`config.mk`:
```
export PLATFORM = sky130hd
export DESIGN_NAME = lms_adaptive_fir
export DESIGN_NICKNAME = d
export VERILOG_FILES = /design/src/hdl/laf_pkg.sv /design/src/hdl/lms_adaptive_fir.sv
export SDC_FILE = /design/constraint.sdc
export NUM_CORES = 2
export LEC_CHECK = 0
export CAP_MARGIN = 20
export CORE_ASPECT_RATIO = 1.4
export CORE_MARGIN = 1
export CORE_UTILIZATION = 50
export DETAILED_ROUTE_END_ITERATION = 10
export DONT_BUFFER_PORTS = 1
export GPL_ROUTABILITY_DRIVEN = 1
export SYNTH_ARGS = -nofsm -noshare
export SYNTH_HDL_FRONTEND = slang
export SYNTH_SLANG_ARGS = --single-unit
```
`constraint.sdc`:
```
create_clock -name clk -period 10.2 [get_ports clk]
set_clock_uncertainty 0.15 [all_clocks]
set_input_delay 1.53 -clock clk [delete_from_list [all_inputs] [get_ports clk]]
set_output_delay 1.53 -clock clk [all_outputs]
set_load 0.02 [all_outputs]
```
`src/hdl/laf_pkg.sv`:
```
// Shared types, constants and saturating arithmetic of the LMS adaptive FIR.
// No dependencies; imported by lms_adaptive_fir, laf_port_checker and the testbench.
package laf_pkg;

  localparam int LAF_TAPS    = 8;
  localparam int SMP_W       = 16;
  localparam int ERR_W       = 17;
  localparam int WGT_W       = 64;
  localparam int SHIFT_W     = 6;
  localparam int PROD_W      = 48;
  localparam int UPD_P_W     = 33;
  localparam int IN_TDATA_W  = 32;
  localparam int OUT_TDATA_W = 40;
  localparam int OUT_PAD_LSB = SMP_W + ERR_W;

  localparam logic [SHIFT_W-1:0] STEP_RESET = 6'd37;
  localparam logic [SHIFT_W-1:0] FRAC_BITS  = 6'd48;

  typedef logic signed [SMP_W-1:0]   smp_t;
  typedef logic signed [ERR_W-1:0]   err_t;
  typedef logic signed [WGT_W-1:0]   wgt_t;
  typedef logic signed [UPD_P_W-1:0] upd_p_t;
  typedef logic [SHIFT_W-1:0]        shift_t;

  localparam wgt_t WGT_MAX = {1'b0, {(WGT_W-1){1'b1}}};
  localparam wgt_t WGT_MIN = {1'b1, {(WGT_W-1){1'b0}}};

  // a + b, clamped to the signed 64-bit range.
  function automatic wgt_t sat_add64(wgt_t a, wgt_t b);
    logic signed [WGT_W:0] s;
    s = {a[WGT_W-1], a} + {b[WGT_W-1], b};
    if (s[WGT_W] != s[WGT_W-1]) begin
      return a[WGT_W-1] ? WGT_MIN : WGT_MAX;
    end
    return s[WGT_W-1:0];
  endfunction

  // Weight step for product p: p * 2^(48 - sh) saturated for sh up to 48,
  // floor(p / 2^(sh - 48)) above that.
  function automatic wgt_t weight_delta(upd_p_t p, shift_t sh);
    logic signed [UPD_P_W+47:0] ext;
    logic signed [UPD_P_W+47:0] shl;
    upd_p_t                     shr;
    shift_t                     k;
    ext = {{48{p[UPD_P_W-1]}}, p};
    if (sh <= FRAC_BITS) begin
      k   = FRAC_BITS - sh;
      shl = ext <<< k;
      if (shl[UPD_P_W+47:WGT_W-1] != {(UPD_P_W+49-WGT_W){shl[WGT_W-1]}}) begin
        return p[UPD_P_W-1] ? WGT_MIN : WGT_MAX;
      end
      return shl[WGT_W-1:0];
    end
    shr = p >>> (sh - FRAC_BITS);
    return {{(WGT_W-UPD_P_W){shr[UPD_P_W-1]}}, shr};
  endfunction

endpackage

```
`src/hdl/lms_adaptive_fir.sv`:
```
// LMS adaptive FIR filter: one item in, one filtered sample and error out.
// Depends on laf_pkg. A new item is taken only once the previous one has
// been filtered, emitted and used to update the weights. Each state memory
// has a single read port: one tap per cycle while filtering, then one tap
// per cycle while updating. Synchronous active-low reset clears
// the delay line and weights (through per-entry valid bits) and sets step_shift to 37.
module lms_adaptive_fir #(
  parameter int TAPS = laf_pkg::LAF_TAPS
) (
  input  logic                              clk,
  input  logic                              rst_n,
  input  logic                              in_tvalid,
  output logic                              in_tready,
  // [15:0] new_sample, [31:16] desired
  input  logic [laf_pkg::IN_TDATA_W-1:0]    in_tdata,
  output logic                              out_tvalid,
  input  logic                              out_tready,
  // [15:0] filter_out, [32:16] error_out, [39:33] zero
  output logic [laf_pkg::OUT_TDATA_W-1:0]   out_tdata,
  input  logic                              cfg_wr_en,
  input  logic [laf_pkg::SHIFT_W-1:0]       cfg_wr_data
);
  import laf_pkg::*;

  // The delay line is a circular buffer: newest_r points at the newest
  // sample, and tap i lives at newest_r - i (mod TAPS). The weights sit in a
  // second memory indexed directly by tap number. Both reset to zero through
  // valid bits; an entry that was never written reads as zero.
  localparam int AW = (TAPS > 1) ? $clog2(TAPS) : 1;
  localparam int CW = $clog2(TAPS + 1);
  localparam logic [AW-1:0] LAST_ADDR = AW'(TAPS - 1);
  localparam logic [CW-1:0] TAPS_CNT  = CW'(TAPS);

  // IDLE waits for an item, FILT runs the multiply-accumulate over the taps,
  // EMIT forms y and the error and hands them to the output register, UPD
  // walks the taps again and writes back the adapted weights.
  typedef enum logic [1:0] {
    S_IDLE,
    S_FILT,
    S_EMIT,
    S_UPD
  } state_t;

  state_t state_r;
  shift_t step_shift_r;

  logic [AW-1:0] newest_r;
  logic [AW-1:0] newest_nxt;
  logic [AW-1:0] saddr_r;
  logic [CW-1:0] cnt_r;
  logic          issue;

  smp_t smp_mem [TAPS];
  wgt_t wgt_mem [TAPS];
  logic [TAPS-1:0] smp_vld_r;
  logic [TAPS-1:0] wgt_vld_r;

  smp_t smp_rd_r;
  wgt_t wgt_rd_r;
  logic smp_rd_vld_r;
  logic wgt_rd_vld_r;
  smp_t smp_q;
  wgt_t wgt_q;

  // Tap pipeline: stage 1 holds fresh read data, stage 2 the product,
  // stage 3 (update only) the step ready to be added and written back.
  logic          st1_v_r;
  logic          st2_v_r;
  logic          st3_v_r;
  logic [AW-1:0] st1_idx_r;
  logic [AW-1:0] st2_idx_r;
  logic [AW-1:0] st3_idx_r;

  logic signed [31:0]       wgt_hi;
  logic signed [PROD_W-1:0] prod_nxt;
  logic signed [PROD_W-1:0] prod_r;
  wgt_t                     acc_r;
  smp_t                     desired_r;

  upd_p_t p_nxt;
  upd_p_t p_r;
  err_t   err_r;
  wgt_t   wgt2_r;
  wgt_t   wgt3_r;
  wgt_t   delta_r;
  wgt_t   wgt_new;
  logic   wgt_we;
  logic   smp_we;

  logic signed [WGT_W-17:0] y_full;
  smp_t                     y_sat;
  err_t                     err_nxt;
  logic                     out_free;

  logic                   out_tvalid_r;
  logic [OUT_TDATA_W-1:0] out_tdata_r;

  assign in_tready  = (state_r == S_IDLE);
  assign out_tvalid = out_tvalid_r;
  assign out_tdata  = out_tdata_r;

  assign newest_nxt = (newest_r == LAST_ADDR) ? '0 : newest_r + 1'b1;
  assign smp_we     = in_tvalid && in_tready;
  assign issue      = ((state_r == S_FILT) || (state_r == S_UPD)) && (cnt_r != TAPS_CNT);

  // Entries never written read as zero.
  assign smp_q = smp_rd_vld_r ? smp_rd_r : '0;
  assign wgt_q = wgt_rd_vld_r ? wgt_rd_r : '0;

  // Filter product: Q16.16 weight (upper half of Q16.48) times the sample.
  assign wgt_hi   = wgt_q[WGT_W-1:32];
  assign prod_nxt = wgt_hi * smp_q;

  // Update product: error times the same sample the filter used.
  assign p_nxt = err_r * smp_q;

  // During the update pass each weight is read once and written back from
  // stage 3, and the next item's filter pass starts only after the last write,
  // so read and write of the same entry never overlap.
  assign wgt_new = sat_add64(wgt3_r, delta_r);
  assign wgt_we  = (state_r == S_UPD) && st3_v_r;

  // y = floor(acc / 2^16), clamped to 16 bits; the error uses the clamped y.
  assign y_full = acc_r[WGT_W-1:16];
  always_comb begin
    if (y_full[WGT_W-17:SMP_W-1] == {(WGT_W-16-SMP_W+1){y_full[WGT_W-17]}}) begin
      y_sat = y_full[SMP_W-1:0];
    end else if (y_full[WGT_W-17]) begin
      y_sat = {1'b1, {(SMP_W-1){1'b0}}};
    end else begin
      y_sat = {1'b0, {(SMP_W-1){1'b1}}};
    end
  end
  assign err_nxt  = {desired_r[SMP_W-1], desired_r} - {y_sat[SMP_W-1], y_sat};
  assign out_free = !out_tvalid_r || out_tready;

  // State memories: one write and one registered read per cycle each.
  always_ff @(posedge clk) begin
    if (smp_we) begin
      smp_mem[newest_nxt] <= in_tdata[SMP_W-1:0];
    end
    if (wgt_we) begin
      wgt_mem[st3_idx_r] <= wgt_new;
    end
    if (issue) begin
      smp_rd_r <= smp_mem[saddr_r];
      wgt_rd_r <= wgt_mem[cnt_r[AW-1:0]];
    end
  end

  // Datapath registers without reset.
  always_ff @(posedge clk) begin
    prod_r  <= prod_nxt;
    p_r     <= p_nxt;
    wgt2_r  <= wgt_q;
    delta_r <= weight_delta(p_r, step_shift_r);
    wgt3_r  <= wgt2_r;
    st2_idx_r <= st1_idx_r;
    st3_idx_r <= st2_idx_r;
    if (issue) begin
      st1_idx_r <= cnt_r[AW-1:0];
    end
    if (smp_we) begin
      desired_r <= in_tdata[2*SMP_W-1:SMP_W];
      acc_r     <= '0;
    end else if ((state_r == S_FILT) && st2_v_r) begin
      acc_r <= sat_add64(acc_r, {{(WGT_W-PROD_W){prod_r[PROD_W-1]}}, prod_r});
    end
    if ((state_r == S_EMIT) && out_free) begin
      err_r       <= err_nxt;
      out_tdata_r <= {{(OUT_TDATA_W-OUT_PAD_LSB){1'b0}}, err_nxt, y_sat};
    end
  end

  // Control: state, counters, valid bits and the output handshake.
  always_ff @(posedge clk) begin
    if (!rst_n) begin
      state_r      <= S_IDLE;
      step_shift_r <= STEP_RESET;
      newest_r     <= '0;
      saddr_r      <= '0;
      cnt_r        <= '0;
      smp_vld_r    <= '0;
      wgt_vld_r    <= '0;
      smp_rd_vld_r <= 1'b0;
      wgt_rd_vld_r <= 1'b0;
      st1_v_r      <= 1'b0;
      st2_v_r      <= 1'b0;
      st3_v_r      <= 1'b0;
      out_tvalid_r <= 1'b0;
    end else begin
      if (cfg_wr_en) begin
        step_shift_r <= cfg_wr_data;
      end
      st1_v_r <= issue;
      st2_v_r <= st1_v_r;
      st3_v_r <= st2_v_r;
      if (issue) begin
        smp_rd_vld_r <= smp_vld_r[saddr_r];
        wgt_rd_vld_r <= wgt_vld_r[cnt_r[AW-1:0]];
        cnt_r        <= cnt_r + 1'b1;
        saddr_r      <= (saddr_r == '0) ? LAST_ADDR : saddr_r - 1'b1;
      end
      if (wgt_we) begin
        wgt_vld_r[st3_idx_r] <= 1'b1;
      end
      // A new result enters the output register as the old one leaves it.
      if ((state_r == S_EMIT) && out_free) begin
        out_tvalid_r <= 1'b1;
      end else if (out_tready) begin
        out_tvalid_r <= 1'b0;
      end
      unique case (state_r)
        S_IDLE: begin
          if (smp_we) begin
            newest_r              <= newest_nxt;
            smp_vld_r[newest_nxt] <= 1'b1;
            saddr_r               <= newest_nxt;
            cnt_r                 <= '0;
            state_r               <= S_FILT;
          end
        end
        S_FILT: begin
          if ((cnt_r == TAPS_CNT) && !st1_v_r && !st2_v_r) begin
            state_r <= S_EMIT;
          end
        end
        S_EMIT: begin
          if (out_free) begin
            saddr_r      <= newest_r;
            cnt_r        <= '0;
            state_r      <= S_UPD;
          end
        end
        S_UPD: begin
          if ((cnt_r == TAPS_CNT) && !st1_v_r && !st2_v_r && !st3_v_r) begin
            state_r <= S_IDLE;
          end
        end
        default: state_r <= S_IDLE;
      endcase
    end
  end

endmodule

```
## Word level (Yosys, flattened, before mapping)

Memories as Yosys holds them, arrays and structs flattened. A register that Yosys moved wholly into a read port is not among the register bits.
Cells that the tools add are included.

- Register bits: 452
- Latch bits: 0
- Bits in writable memories: 640
- Memory bits (read-only): 0
- Output and inout bits: 42
- Memories: 2

- Add/sub/neg operators: 8
- Multipliers: 2
- Divide/modulo/power cells: 0
- Magnitude comparators: 7
- Eq/ne operators: 14
- Shift-type cells: 2
- Muxes and demuxes: 51
- Bitwise gates (word level): 2
- Reductions and logical operators: 21

Memory list:

| name | words | bits a word | rd ports | clocked after memory_dff | wr ports | line | source |
|---|---|---|---|---|---|---|---|
| wgt_mem | 8 | 64 | 1 | 1 | 1 | lms_adaptive_fir.sv:54 | `wgt_t wgt_mem [TAPS];` |
| smp_mem | 8 | 16 | 1 | 1 | 1 | lms_adaptive_fir.sv:53 | `smp_t smp_mem [TAPS];` |

Operator list:

| operator | count |
|---|---|
| $mux W64 | 12 |
| $sshl A33 B6 Y81 | 1 |
| $add A64 B48 Y65 | 1 |
| $add A64 B64 Y65 | 1 |
| $mul A32 B16 Y48 | 1 |
| $mux W16 | 3 |
| $mul A17 B16 Y33 | 1 |
| $sshr A33 B6 Y33 | 1 |
| $eq A32 B32 Y1 | 1 |
| $mux W1 | 17 |
| $ne A17 B17 Y1 | 1 |
| $sub A16 B16 Y17 | 1 |
| $lt A3 B4 Y1 const B | 4 |
| $or A8 B8 Y8 | 2 |
| $mux W3 | 5 |
| $mux W4 | 3 |
| $logic_and A1 B1 Y1 | 10 |
| $mux W2 | 4 |
| $pmux W2 S4 | 1 |
| $pmux W4 S2 | 1 |
| $bmux W1 S3 | 2 |
| $demux W1 S3 | 2 |
| $ge A3 B1 Y1 const B | 2 |
| $le A6 B6 Y1 const B | 1 |
| 21 further kinds | 29 |

## Depth between registers and ports, before layout

- Depth after elaboration: 8
- Depth in mapped cells: 30
- Depth with buffers taken out: 26

## Worst setup path after synthesis

OpenSTA, ideal clock, no wires.

- Path kind: register to register
- From: register wgt_rd_vld_r
- To: register prod_r[47]
- Arrival time: 7.348 ns
- Data required time: 9.936 ns
- Setup slack: 2.587 ns
- Cell stages (with the launch flop): 28
- Clock period less this slack: 7.613 ns
- Path through: dfxtp_1 clkbuf_1 clkbuf_1 nand2_1 inv_1 clkbuf_1 nand2_1 fa_1 inv_1 fa_1 fa_1 fa_1 fa_1 inv_1 fa_1 inv_1 ha_1 a21oi_1 o21ai_0 a21o_1 a21oi_1 o21ai_0 o31ai_1 a21oi_1 o41ai_1 o21ai_0 mux2i_1 a2111oi_0

- Word-level cells in the longest chain between the ends: 2

Ends and longest elaborated chain:

| what | line | source |
|---|---|---|
| start: declaration | lms_adaptive_fir.sv:61 | `logic wgt_rd_vld_r;` |
| start signal: assignment | lms_adaptive_fir.sv:200 | `wgt_rd_vld_r <= wgt_vld_r[cnt_r[AW-1:0]];` |
| $mux W64 | lms_adaptive_fir.sv:108 | `assign wgt_q = wgt_rd_vld_r ? wgt_rd_r : '0;` |
| net wgt_q[43] | lms_adaptive_fir.sv:63 | `wgt_t wgt_q;` |
| $mul A32 B16 Y48 | lms_adaptive_fir.sv:112 | `assign prod_nxt = wgt_hi * smp_q;` |
| net prod_nxt[47] | lms_adaptive_fir.sv:75 | `logic signed [PROD_W-1:0] prod_nxt;` |
| end signal: assignment | lms_adaptive_fir.sv:153 | `prod_r <= prod_nxt;` |
| end: declaration | lms_adaptive_fir.sv:76 | `logic signed [PROD_W-1:0] prod_r;` |

The timed path passes the listed nets, and every way through them passes these cells.
A chain may end at the register's enable or synchronous reset.

## Worst setup path in the final report

- From: register wgt_rd_vld_r
- To: register prod_r[47]

- Word-level cells in the longest chain between the ends: 2

Ends and longest elaborated chain:

| what | line |
|---|---|
| $mux W64 | lms_adaptive_fir.sv:108 |
| $mul A32 B16 Y48 | lms_adaptive_fir.sv:112 |
| net prod_nxt[47] | lms_adaptive_fir.sv:75 |

The timed path passes the listed nets, and every way through them passes these cells.

==> results.cfg <==
[min_path]
holdPathStages = 0
worstHoldStart = wgt2_r[48]
worstHoldEndpoint = wgt3_r[48]
hold_path.class = reg -> reg

[cells_and_area]
fin_util_pct = 54.3
stdcell_area_sq_um = 86200
drive_above_1_share_pct = 9.66
nets = 8319
layoutNonFillerInstCount = 9365
syn_to_final_growth_pct = 7.84

[power_and_ir_drop]
intPower_mw = 13.3
power_frac_clock_pct = 17.9
combPwrFrac_pct = 51.8
p_leak_nw = 36.1
powerDensity_nw_per_um2 = 276
p_sw_mw = 10.5
switching_share_pct = 44.3
vdd_drop_max_mv = 0.258
fin_total_pwr_mw = 23.8
seq_power_share_pct = 30.3

[drt]
drt_iter0_drc = 4356
drt-total-wl_um = 230000
postRouteAntennaNets = 0
wire_per_inst_um = 24.6
vias = 54300
dr.pass1.iters = 6
remaining_drc_errors = 0
wl_met1_um = 88400
wl_met2_um = 116000
wl_met3_um = 11700
via_per_inst = 5.80
highest_layer = met5

[die]
die_area_sq_um = 161000
io_pins = 85
core_sq_um = 159000
die_w_um = 340
die_h_um = 475
row_count = 173
start_util_pct = 50.4

[synthesis]
ys_ff_latch = 1155
syn_area_sq_um = 79900
synth.distinct_cells = 92
synth-seq-area-share_pct = 38.6
synthCells = 7258
synth-edff-count = 772
synthArstFlopShare_pct = 0
avgSynthCellArea_sq_um = 11.0
ys_warn_count = 0
synth_ff_type = edfxtp_1

[clock_tree]
post-cts-setup-buffers = 0
cts_resized = 0
cts_tree = done
clk_pin_slew_ns = 0.08
cts_root_buf = clkbuf_16
clockBufferDepth = 3
htree_levels = 3
clock_sink_count = 1155
cts_inserted_buffers = 111
clock_latency_ns = 0.77
ctsHoldBuffers = 0

[timing]
fin_setup_tns_ns = 0
whs_ns = 0.143
period_share_pct = 83.9
min_period_ns = 8.56
fin_ws_ns = 1.64
slew_headroom_pct = 18.7
fmax_mhz = 117
hold_viol = 0
drv_slew = 0
worst_pin_slew_ns = 1.22
setup_viol = 0
rsz0062_at_grt = false

[critical_path]
critical_path.max_fanout = 33
cp.required_ns = 10.65
critPathLaunchType = flip-flop
slowest_delay_ns = 0.80
rr_startpoint = wgt_rd_vld_r
crit_arrival_ns = 9.01
cp-end-kind = flip-flop
critical_path_class = reg -> reg
r2r_slack_ns = 1.64
cpMaxStageDelayCell = dfxtp_2
timing.rr.end = prod_r[47]
crit_path_frequent_cell = fa_1
reg2reg_depth = 25

[grt]
grt_max_degree = 107
grt_overflow = 0
track_usage_pct = 28.8
grt_pass1_vias = 56800
grt_pass1_wl_um = 349000
antenna_found_initial = 6

[place]
port_buffers = 0
dp_hpwl_um = 170000
placed_area_sq_um = 82400
preCtsSetupSlack_ns = 1.69
dpl.cell_count = 9140
place.gp.congestion = 0.961

[run]
maxCapViolCount = 0

[outcome]
status = finished clean
layer usage:
metal	vias up	GRT usage, %
li1	24400	-
met1	27500	34.6
met2	1848	50.3
met3	528	3.22
met4	4	16.6
met5	-	0
cell usage in the layout, fill, tap and decap left out, types with 219 or more instances in the layout:
cell / count
inv_1: 984
nand2_1: 781
edfxtp_1: 772
fa_1: 765
nor2_1: 538
dfxtp_1: 375
ha_1: 355
a21oi_1: 342
o21ai_0: 298
mux4_2: 219
sequential cells by signal, summed over array words and instances (netlist names), 8 cells and up:
register and count:
acc_r 64, delta_r 64, desired_r 16, err_r 17, out_tdata 16, p_r 33
prod_r 48, smp_mem 128, smp_rd_r 16, smp_vld_r 8, wgt2_r 64, wgt3_r 64
wgt_mem 512, wgt_rd_r 64, wgt_vld_r 8
cells by family after synthesis:
family | synth area share, %
AO/OA/AOI/OAI | 8.84
XOR/XNOR | 2.32
adder cells (fa/ha/maj) | 24.7
buffers and inverters | 6.47
flip-flops | 38.6
multiplexers | 8.73
other | 0.00469
AND/OR/NAND/NOR | 10.3
synthesized netlist by cell type, types with 21 or more instances:
master    count  area share, %
a22oi_1      23           0.22
a31oi_1      43           0.34
and3_1      127           0.99
o21bai_1     39           0.37
edfxtp_1    772             29
buf_2        21           0.13
nor2b_1      31           0.24
xor2_1       72           0.79
a221oi_1     27           0.30
dfxtp_1     383            9.6
o21ai_0     299            1.9
mux2i_1      84            1.1
mux2_2      106            1.5
nand4_1      47           0.37
nand3_1      62           0.39
a21o_1      135            1.3
fa_1        765             19
buf_1        29           0.14
nor3_1       78           0.49
o21a_1       42           0.39
and2_1       70           0.55
nand2_1     781            3.7
inv_1       984            4.6
clkbuf_1    298            1.4
nor2_1      545            2.6
xnor2_1     136            1.5
a21oi_1     342            2.1
o211ai_1     27           0.25
ha_1        355            5.6
a211oi_1     25           0.23
mux4_2      219            6.2
nand2b_1     36           0.28
final cells by class:
type	count	area, sq um
Fill cell	13800	72500
Multi-Input combinational cell	4754	44100
Sequential cell	1155	30900
Tap cell	2100	2630
Timing Repair Buffer	141	1090
Inverter	993	3730
Clock buffer	144	2990
Antenna cell	10	25.0
Clock inverter	68	771
critical path, delay by kind of cell, from the launching register on:
kind	cells	cell delay, ns
compound gates	10	2.52
buf+inv	5	0.88
mux	1	0.15
fa+ha+maj	7	3.38
flops	1	0.80
simple gates	2	0.49
power by group through the flow:
stage               Clock, mW  Sequential [mW]  Combinational [mW]
global placement            0             7.31                12.0
finish                   4.26             7.22                12.3
CTS                      4.35             7.21                12.3
floorplan                   0             6.93                8.34
global route             4.51             7.28                13.6
detailed placement          0             7.30                12.2
how the worst max path moves through the flow:
stage                 start          to  slack, ns
3_5_place_dp   smp_rd_vld_r  prod_r[47]       1.69
4_1_cts        smp_rd_vld_r  prod_r[47]       1.63
2_1_floorplan  wgt_rd_vld_r  prod_r[47]       2.59
5_1_grt        wgt_rd_vld_r  prod_r[47]       1.16
3_3_place_gp   smp_rd_vld_r  prod_r[47]       1.91
6_report       wgt_rd_vld_r  prod_r[47]       1.64
(Power assumes the default switching activity.)
